==> src/rtl/nfc_command_state_machine_assert.svh <==
// Assertion macros for the command state machine RTL.
`ifndef NFC_COMMAND_STATE_MACHINE_ASSERT_SVH
`define NFC_COMMAND_STATE_MACHINE_ASSERT_SVH

// Same-cycle implication, sampled on clk, off while in reset.
`define NFC_ASSERT_NOW(label, ante, cons, msg) \
    label: assert property (@(posedge clk) disable iff (!rst_n) (ante) |-> (cons)) \
        else $error(msg);

// Next-cycle implication, sampled on clk, off while in reset.
`define NFC_ASSERT_NEXT(label, ante, cons, msg) \
    label: assert property (@(posedge clk) disable iff (!rst_n) (ante) |=> (cons)) \
        else $error(msg);

`endif

==> src/rtl/nfc_csm_pkg.sv <==
`timescale 1ns / 1ps

package nfc_csm_pkg;

    // Host command and backend event codes
    localparam logic [3:0] OP_STARTUP      = 4'd0;
    localparam logic [3:0] OP_RESULT_CHECK = 4'd1;
    localparam logic [3:0] OP_ABORT        = 4'd2;
    localparam logic [3:0] OP_SHUTDOWN     = 4'd3;
    localparam logic [3:0] OP_PT_SEND      = 4'd4;
    localparam logic [3:0] OP_PT_RECEIVE   = 4'd5;
    localparam logic [3:0] OP_SET_MODE     = 4'd6;
    localparam logic [3:0] OP_ANTENNA      = 4'd7;
    localparam logic [3:0] OP_READ_START   = 4'd8;
    localparam logic [3:0] OP_READ_FETCH   = 4'd9;
    localparam logic [3:0] OP_WRITE        = 4'd10;
    localparam logic [3:0] OP_UNIMPL       = 4'd11;
    localparam logic [3:0] OP_DISC_DONE    = 4'd12;
    localparam logic [3:0] OP_XFER_DONE    = 4'd13;

    // Wire result bytes
    localparam logic [7:0] RES_OK           = 8'h00;
    localparam logic [7:0] RES_TIMEOUT      = 8'h01;
    localparam logic [7:0] RES_NOT_STARTED  = 8'h02;
    localparam logic [7:0] RES_NOTHING      = 8'h03;
    localparam logic [7:0] RES_ABORT_REF    = 8'h06;
    localparam logic [7:0] RES_SHUTDOWN_REF = 8'h07;
    localparam logic [7:0] RES_WRONG_STATE  = 8'h08;
    localparam logic [7:0] RES_BAD_MODE     = 8'h0f;
    localparam logic [7:0] RES_SEND_REF     = 8'h11;
    localparam logic [7:0] RES_ANTENNA_REF  = 8'h16;

    // Backend transfer requests
    localparam logic [1:0] XFER_NONE  = 2'd0;
    localparam logic [1:0] XFER_READ  = 2'd1;
    localparam logic [1:0] XFER_WRITE = 2'd2;

    // Discovery outcomes
    localparam logic [1:0] DISC_FOUND   = 2'd0;
    localparam logic [1:0] DISC_TIMEOUT = 2'd1;

    typedef struct packed {
        logic [3:0]  operation;
        logic        power_sel;
        logic        disc_enable;
        logic [7:0]  mode_value;
        logic [15:0] timeout_ticks;
        logic [1:0]  discovery_outcome;
        logic [7:0]  transfer_code;
    } nfc_cmd_t;

    typedef struct packed {
        logic [7:0]  result_code;
        logic        command_done;
        logic        tag_found;
        logic        reader_mode;
        logic        initialized_flag;
        logic        power_flag;
        logic        discover_request;
        logic [15:0] discover_timeout;
        logic        abort_request;
        logic [1:0]  transfer_request;
    } nfc_rsp_t;

endpackage

==> src/rtl/nfc_csm_core.sv <==
`timescale 1ns / 1ps

module nfc_csm_core (
    input  logic                 clk,
    input  logic                 rst_n,
    input  logic                 fire,
    input  nfc_csm_pkg::nfc_cmd_t item,
    output nfc_csm_pkg::nfc_rsp_t result
);
    import nfc_csm_pkg::*;

    `include "nfc_command_state_machine_assert.svh"

    typedef enum logic [3:0] {
        ST_UNINIT   = 4'd0,
        ST_INIT     = 4'd1,
        ST_READY    = 4'd2,
        ST_DISC     = 4'd3,
        ST_FOUND    = 4'd4,
        ST_DONE     = 4'd5,
        ST_ABORTED  = 4'd6,
        ST_MDISC    = 4'd7,
        ST_MFOUND   = 4'd8,
        ST_ACHECK   = 4'd9,
        ST_ACHECKED = 4'd10
    } reader_state_t;

    typedef enum logic [1:0] {
        JOB_NONE  = 2'd0,
        JOB_PT    = 2'd1,
        JOB_READ  = 2'd2,
        JOB_WRITE = 2'd3
    } job_t;

    reader_state_t state_reg, state_next;
    job_t          job_reg, job_next;
    logic [7:0]    stored_reg, stored_next;
    logic [15:0]   timeout_reg, timeout_next;
    logic          done_reg, done_next;
    logic          tag_reg, tag_next;
    logic          mode_reg, mode_next;
    logic          init_reg, init_next;
    logic          power_reg, power_next;

    logic          in_xfer;
    logic [7:0]    res;
    logic          disc;
    logic          abrt;
    logic [1:0]    xfer;

    assign in_xfer = ((job_reg == JOB_READ) || (job_reg == JOB_WRITE)) && mode_reg;

    // Decode one command or event against the current reader state
    always_comb
    begin
        state_next   = state_reg;
        job_next     = job_reg;
        stored_next  = stored_reg;
        timeout_next = timeout_reg;
        done_next    = done_reg;
        tag_next     = tag_reg;
        mode_next    = mode_reg;
        init_next    = init_reg;
        power_next   = power_reg;
        res          = RES_OK;
        disc         = 1'b0;
        abrt         = 1'b0;
        xfer         = XFER_NONE;

        case (item.operation)
            OP_STARTUP:
            begin
                done_next  = 1'b0;
                state_next = ST_READY;
                job_next   = JOB_NONE;
                power_next = item.power_sel;
                mode_next  = 1'b0;
                init_next  = 1'b1;
            end
            OP_RESULT_CHECK:
            begin
                if (state_reg == ST_INIT)
                    res = RES_NOT_STARTED;
                else if (state_reg == ST_DONE || state_reg == ST_ABORTED ||
                         state_reg == ST_MFOUND || state_reg == ST_ACHECKED)
                begin
                    done_next  = 1'b0;
                    tag_next   = 1'b0;
                    state_next = (state_reg == ST_ACHECKED) ? ST_INIT : ST_READY;
                    res        = stored_reg;
                end
                else
                    res = RES_WRONG_STATE;
            end
            OP_ABORT:
            begin
                if (state_reg == ST_INIT)
                    res = RES_NOT_STARTED;
                else if (state_reg == ST_DISC || state_reg == ST_MDISC)
                begin
                    state_next = ST_ABORTED;
                    abrt       = 1'b1;
                end
                else if (state_reg == ST_FOUND)
                    state_next = ST_ABORTED;
                else
                    res = RES_ABORT_REF;
            end
            OP_SHUTDOWN:
            begin
                if (state_reg == ST_ACHECKED)
                    done_next = 1'b0;
                else if (state_reg == ST_READY)
                begin
                    state_next = ST_INIT;
                    init_next  = 1'b0;
                    power_next = 1'b0;
                end
                else
                    res = RES_SHUTDOWN_REF;
            end
            OP_PT_SEND:
            begin
                if (state_reg == ST_INIT)
                    res = RES_NOT_STARTED;
                else if (state_reg == ST_READY)
                begin
                    timeout_next = item.timeout_ticks;
                    if (item.disc_enable)
                    begin
                        job_next   = JOB_PT;
                        state_next = ST_DISC;
                        disc       = 1'b1;
                    end
                    else
                        res = RES_SEND_REF;
                end
                else
                    res = RES_WRONG_STATE;
            end
            OP_PT_RECEIVE:
            begin
                if (state_reg == ST_INIT)
                    res = RES_NOT_STARTED;
                else if (state_reg == ST_DONE || state_reg == ST_ABORTED)
                begin
                    done_next  = 1'b0;
                    state_next = ST_READY;
                    res        = stored_reg;
                end
                else
                    res = RES_WRONG_STATE;
            end
            OP_SET_MODE:
            begin
                if (state_reg == ST_INIT)
                    res = RES_NOT_STARTED;
                else if (state_reg == ST_READY)
                begin
                    if (item.mode_value == 8'd0)
                        mode_next = 1'b0;
                    else
                        res = RES_BAD_MODE;
                end
                else
                    res = RES_WRONG_STATE;
            end
            OP_ANTENNA:
            begin
                if (state_reg == ST_INIT)
                begin
                    done_next   = 1'b1;
                    state_next  = ST_ACHECKED;
                    stored_next = RES_OK;
                end
                else
                    res = RES_ANTENNA_REF;
            end
            OP_READ_START, OP_WRITE:
            begin
                if (state_reg == ST_INIT)
                    res = RES_NOT_STARTED;
                else if (state_reg == ST_READY)
                begin
                    timeout_next = item.timeout_ticks;
                    job_next     = (item.operation == OP_READ_START) ? JOB_READ : JOB_WRITE;
                    state_next   = ST_DISC;
                    disc         = 1'b1;
                end
                else
                    res = RES_WRONG_STATE;
            end
            OP_READ_FETCH:
            begin
                if (state_reg == ST_INIT)
                    res = RES_NOT_STARTED;
                else if (state_reg == ST_UNINIT || state_reg == ST_READY)
                    res = RES_NOTHING;
                else if (state_reg == ST_DONE || state_reg == ST_ABORTED ||
                         state_reg == ST_MFOUND)
                begin
                    done_next  = 1'b0;
                    tag_next   = 1'b0;
                    state_next = ST_READY;
                    res        = stored_reg;
                end
                else
                    res = RES_WRONG_STATE;
            end
            OP_DISC_DONE:
            begin
                // Drop the event unless a discovery is actually running
                if (job_reg != JOB_NONE && !in_xfer)
                begin
                    if (item.discovery_outcome != DISC_FOUND)
                    begin
                        if (state_reg == ST_ABORTED)
                            stored_next = RES_ABORT_REF;
                        else if (item.discovery_outcome == DISC_TIMEOUT)
                        begin
                            state_next  = ST_DONE;
                            stored_next = RES_TIMEOUT;
                        end
                        else
                            stored_next = RES_ABORT_REF;
                        done_next = 1'b1;
                        job_next  = JOB_NONE;
                    end
                    else if (job_reg == JOB_PT)
                    begin
                        mode_next  = 1'b1;
                        state_next = ST_DONE;
                        done_next  = 1'b1;
                        job_next   = JOB_NONE;
                    end
                    else
                    begin
                        state_next = ST_FOUND;
                        tag_next   = 1'b1;
                        mode_next  = 1'b1;
                        xfer       = (job_reg == JOB_READ) ? XFER_READ : XFER_WRITE;
                    end
                end
                res = stored_next;
            end
            OP_XFER_DONE:
            begin
                // Drop the event unless a transfer is actually running
                if (in_xfer)
                begin
                    stored_next = item.transfer_code;
                    mode_next   = 1'b0;
                    state_next  = ST_DONE;
                    done_next   = 1'b1;
                    job_next    = JOB_NONE;
                end
                res = stored_next;
            end
            default:
                res = RES_NOT_STARTED;
        endcase
    end

    // Assemble the result transaction from the updated state
    always_comb
    begin
        result.result_code      = res;
        result.command_done     = done_next;
        result.tag_found        = tag_next;
        result.reader_mode      = mode_next;
        result.initialized_flag = init_next;
        result.power_flag       = power_next;
        result.discover_request = disc;
        result.discover_timeout = timeout_next;
        result.abort_request    = abrt;
        result.transfer_request = xfer;
    end

    // Hold reader state; advance only when a transaction is processed
    always_ff @(posedge clk or negedge rst_n)
    begin
        if (!rst_n)
        begin
            state_reg   <= ST_INIT;
            job_reg     <= JOB_NONE;
            stored_reg  <= 8'd0;
            timeout_reg <= 16'd0;
            done_reg    <= 1'b0;
            tag_reg     <= 1'b0;
            mode_reg    <= 1'b0;
            init_reg    <= 1'b0;
            power_reg   <= 1'b0;
        end
        else if (fire)
        begin
            state_reg   <= state_next;
            job_reg     <= job_next;
            stored_reg  <= stored_next;
            timeout_reg <= timeout_next;
            done_reg    <= done_next;
            tag_reg     <= tag_next;
            mode_reg    <= mode_next;
            init_reg    <= init_next;
            power_reg   <= power_next;
        end
    end

    `NFC_ASSERT_NEXT(a_startup_ready, fire && item.operation == OP_STARTUP,
        state_reg == ST_READY && job_reg == JOB_NONE && init_reg,
        "startup did not leave the reader ready")

    `NFC_ASSERT_NEXT(a_xfer_from_found, fire && result.transfer_request != XFER_NONE,
        state_reg == ST_FOUND && tag_reg && mode_reg && job_reg != JOB_NONE,
        "transfer requested without a discovered tag")

    `NFC_ASSERT_NEXT(a_idle_hold, !fire,
        $stable(state_reg) && $stable(job_reg) && $stable(stored_reg),
        "reader state changed without a transaction")

endmodule

==> src/rtl/nfc_command_state_machine.sv <==
`timescale 1ns / 1ps
// The decode is one pass between the command (input) and response registers.
// Throughput: one command per cycle while the response register is not stalled.
// A stalled response holds in its register while one further command waits in the input reg.
// Reset (rst_n, async, active low): reader initialized, no job, result, timeout and flags zero,
// both pipeline registers empty.

module nfc_command_state_machine (
    input  logic                  clk,
    input  logic                  rst_n,
    input  logic                  cmd_valid,
    output logic                  cmd_ready,
    input  nfc_csm_pkg::nfc_cmd_t cmd,
    output logic                  rsp_valid,
    input  logic                  rsp_ready,
    output nfc_csm_pkg::nfc_rsp_t rsp
);
    import nfc_csm_pkg::*;

    logic     stage_valid_reg;
    nfc_cmd_t stage_reg;
    logic     rsp_valid_reg;
    nfc_rsp_t rsp_reg;
    logic     stage_adv;
    logic     fire;
    nfc_rsp_t result;

    // Move the input stage whenever the response register is free or draining
    assign stage_adv = !rsp_valid_reg || rsp_ready;
    assign fire      = stage_valid_reg && stage_adv;
    assign cmd_ready = !stage_valid_reg || stage_adv;

    nfc_csm_core u_core (
        .clk    (clk),
        .rst_n  (rst_n),
        .fire   (fire),
        .item   (stage_reg),
        .result (result)
    );

    // Track occupancy of the input and response registers
    always_ff @(posedge clk or negedge rst_n)
    begin
        if (!rst_n)
        begin
            stage_valid_reg <= 1'b0;
            rsp_valid_reg   <= 1'b0;
        end
        else
        begin
            if (cmd_ready)
                stage_valid_reg <= cmd_valid;
            if (stage_adv)
                rsp_valid_reg <= stage_valid_reg;
        end
    end

    // Capture command and response payloads
    always_ff @(posedge clk)
    begin
        if (cmd_valid && cmd_ready)
            stage_reg <= cmd;
        if (fire)
            rsp_reg <= result;
    end

    assign rsp_valid = rsp_valid_reg;
    assign rsp       = rsp_reg;

endmodule

==> config.mk <==
export PLATFORM = sky130hd
export DESIGN_NAME = nfc_command_state_machine
export DESIGN_NICKNAME = d
export VERILOG_FILES = /design/src/rtl/nfc_csm_pkg.sv /design/src/rtl/nfc_csm_core.sv /design/src/rtl/nfc_command_state_machine.sv
export VERILOG_INCLUDE_DIRS = /design/src /design/src/rtl
export SDC_FILE = /design/constraint.sdc
export NUM_CORES = 1
export LEC_CHECK = 0
export BUFFER_PORTS_ARGS = -buffer_cell sky130_fd_sc_hd__buf_2
export CORE_MARGIN = 2
export CORE_UTILIZATION = 35
export DETAILED_ROUTE_END_ITERATION = 10
export HOLD_SLACK_MARGIN = 0.05
export PLACE_DENSITY = 0.54
export SYNTH_ARGS = -nofsm -noshare
export SYNTH_HDL_FRONTEND = slang
export SYNTH_HIERARCHICAL = 1
export SYNTH_SLANG_ARGS = --single-unit
==> constraint.sdc <==
create_clock -name clk -period 2.5 [get_ports clk]
set_clock_uncertainty 0.05 [all_clocks]
set_input_delay 0.125 -clock clk [delete_from_list [all_inputs] [get_ports clk]]
set_output_delay 0.125 -clock clk [all_outputs]
set_load 0.03 [all_outputs]
==> impl_metrics.env <==
export IMPL_avgSynthCellArea_sq_um=12.4
export IMPL_cts_buffers_inserted=9
export IMPL_ios=79
export IMPL_setup_ws_ps=62.2
export IMPL_yosysSeqAreaShare=0.605
export IMPL_ys_warn_count=6
export IMPL_cts_tree="built"
export IMPL_syn_area_sq_mm=0.00515
export IMPL_tightest_slew_ps=941
export IMPL_multi_input_area_sq_mm=0.00186
export IMPL_drcViolationCount=0
export IMPL_grt_overflow=0
export IMPL_postSynthCellCount=415
export IMPL_grt_max_degree=46
export IMPL_htree_levels=3
export IMPL_relSlewSlack=0.372
export IMPL_area_growth_syn_to_layout_pct=28.5
export IMPL_track_usage=0.166
export IMPL_place_ws_ps=36.5
export IMPL_largest_register_ffs=40
export IMPL_num_rows=44
export IMPL_firstDrtPassIters=4
export IMPL_p_per_area_mw_per_mm2=854
export IMPL_ir_drop_v=0.000555
export IMPL_ff_latch_area_sq_mm=0.00312
export IMPL_fin_crit_sh=0.975
export IMPL_via_count=3772
export IMPL_min_path_type="primary input to async pin"
export IMPL_vias_per_cell=5.16
export IMPL_synth_cell_type_count=58
export IMPL_synth_enable_flop_cells=73
export IMPL_hpwl_um=8460
export IMPL_postRouteAntennaNets=0
export IMPL_synth_top_flop_cell="edfxtp_1"
export IMPL_end_kind="register"
export IMPL_fmax_mhz=410
export IMPL_cts_root_buf="clkbuf_16"
export IMPL_cts_setup_buffers=0
export IMPL_first_iter_violations=219
export IMPL_grt_pass1_vias=3810
export IMPL_cp_max_fo=4
export IMPL_drive_gt1_frac=0.327
export IMPL_synth_top_cell_by_area="edfxtp_1"
export IMPL_yosys_top_cells_area="edfxtp_1, dfrtp_1, mux2_2"
export IMPL_clk_pin_slew_ps=80
export IMPL_synth_top_area_frac=0.425
export IMPL_numClockSinks=110
export IMPL_async_flop_share=0.336
export IMPL_io_buffers=78
export IMPL_critPathKind="register to register"
export IMPL_diodes=0
export IMPL_die_x_um=125
export IMPL_nets=590
export IMPL_final_hold_viol_count=0
export IMPL_die_area_sq_mm=0.0157
export IMPL_maxSlewViolCount=0
export IMPL_leakage_nw=2.67
export IMPL_worstRegToRegCells=6
export IMPL_whs_ps=399
export IMPL_wl_per_cell_um=17.0
export IMPL_required_ps=2700
export IMPL_grt_first_pass_wirelength_um=20300
export IMPL_clock_latency_ps=360
export IMPL_finalWeightedCongestion=0.910
export IMPL_finalSetupViolCount=0
export IMPL_ys_ff_latch=110
export IMPL_yosys_top_cells_count="edfxtp_1, mux2_2, dfrtp_1"
export IMPL_period_needed_ps=2440
export IMPL_cp_start_kind="register"
export IMPL_syn_nets=463
export IMPL_drt_wl_total_um=12400
export IMPL_fin_cells=731
export IMPL_outcome="finished clean"
export IMPL_maxCapViolCount=0
export IMPL_initial_utilization=0.356
export IMPL_cts_max_path_buffers=2
export IMPL_core_sq_mm=0.0145
export IMPL_num_fill_cells=1347
export IMPL_synth_most_common_cell="edfxtp_1"
export IMPL_die_y_um=125
export IMPL_dp_cells=671
export IMPL_crit_arrival_ps=2640
export IMPL_antenna_found_initial=0
==> per-stage QoR <==
stage          utilization  setup TNS (ps)  cell area, sq um  power [mW]
2_1_floorplan            -               0              5160        3.66
3_3_place_gp         0.404               0              5860        4.10
3_5_place_dp         0.404               0              5860        4.14
4_1_cts              0.456               0              6600        5.69
5_1_grt              0.458           -17.0              6630        5.98
6_report             0.458               0              6630        5.66
==> power breakdown <==
part           total (mW)  switching [mW]  internal [mW]
clock network        1.48           0.680          0.796
registers            2.50           0.170           2.33
logic                1.69           0.969          0.719
total                5.66            1.82           3.84
==> layout make-up <==
class / instances / share of cell area
flip-flops and latches: 110 / 0.471
multi-input cells: 262 / 0.280
repair buffers: 150 / 0.163
well taps: 184 / 0.0347
clock buffers: 10 / 0.0346
clock inverters: 6 / 0.0115
inverters: 9 / 0.00510
==> cell usage in the layout (no fill, tap or decap), drive strengths merged, types with 4 or more instances in the layout <==
| cell | count |
|---|---|
| nor2 | 32 |
| nor2b | 9 |
| inv | 12 |
| dlygate4sd3 | 44 |
| o2111ai | 4 |
| a21oi | 27 |
| dfrtp | 36 |
| nand2b | 12 |
| nand3 | 5 |
| a32o | 5 |
| ha | 4 |
| buf | 106 |
| clkbuf | 10 |
| or2 | 4 |
| a21o | 4 |
| o211ai | 4 |
| nand2 | 22 |
| a221oi | 4 |
| mux2 | 42 |
| nor3 | 12 |
| and2 | 4 |
| o21ai | 17 |
| nor4 | 6 |
| edfxtp | 73 |
==> path summary, 6_finish.rpt <==
kind	startpoint	endpoint	slack (ps)
worst max-delay path	u_core/state_reg[0]	u_core/state_reg[2]	60
worst min-delay path	rst_n	u_core/state_reg[1]	400
worst max register to register	u_core/state_reg[0]	u_core/state_reg[2]	60
worst min register to register	u_core/stored_reg[6]	u_core/stored_reg[6]	440
max in group asynchronous	rst_n	u_core/stored_reg[5]	1400
min in group clk	cmd[25]	stage_reg[25]	420
==> layer usage <==
layer / global-route usage / wire [um] / share of wire
met5: 0 / 0 / 0
met4: 0.0725 / 226 / 0.018
met3: 0.0364 / 540 / 0.043
met2: 0.268 / 6030 / 0.48
met1: 0.217 / 5640 / 0.45
==> worst max-delay path: stages (launching register included) <==
cell       delay (ps)
dfstp_2           560
or4b_1            470
o211a_1           250
a31oi_2           190
o2111ai_2         150
nor4_4            290
mux2_2            380
==> cell families (layout without fill, tap and decap cells) <==
family,after synthesis,in the layout,share of synthesized area
mux,43,43,0.0937
buf+inv,43,175,0.0393
fa+ha+maj,4,4,0.00971
simple gates,121,121,0.127
flops,110,110,0.605
xor+xnor,2,2,0.00340
compound gates,92,92,0.122
==> what timing repair did <==
item / in CTS / in global routing
gates resized for setup: 0 / 5
setup endpoints to repair: 0 / 11
endpoints found under the hold margin: 78 / 0
hold buffers: 44 / 0
Note: power is estimated with default switching activity, not from simulation.
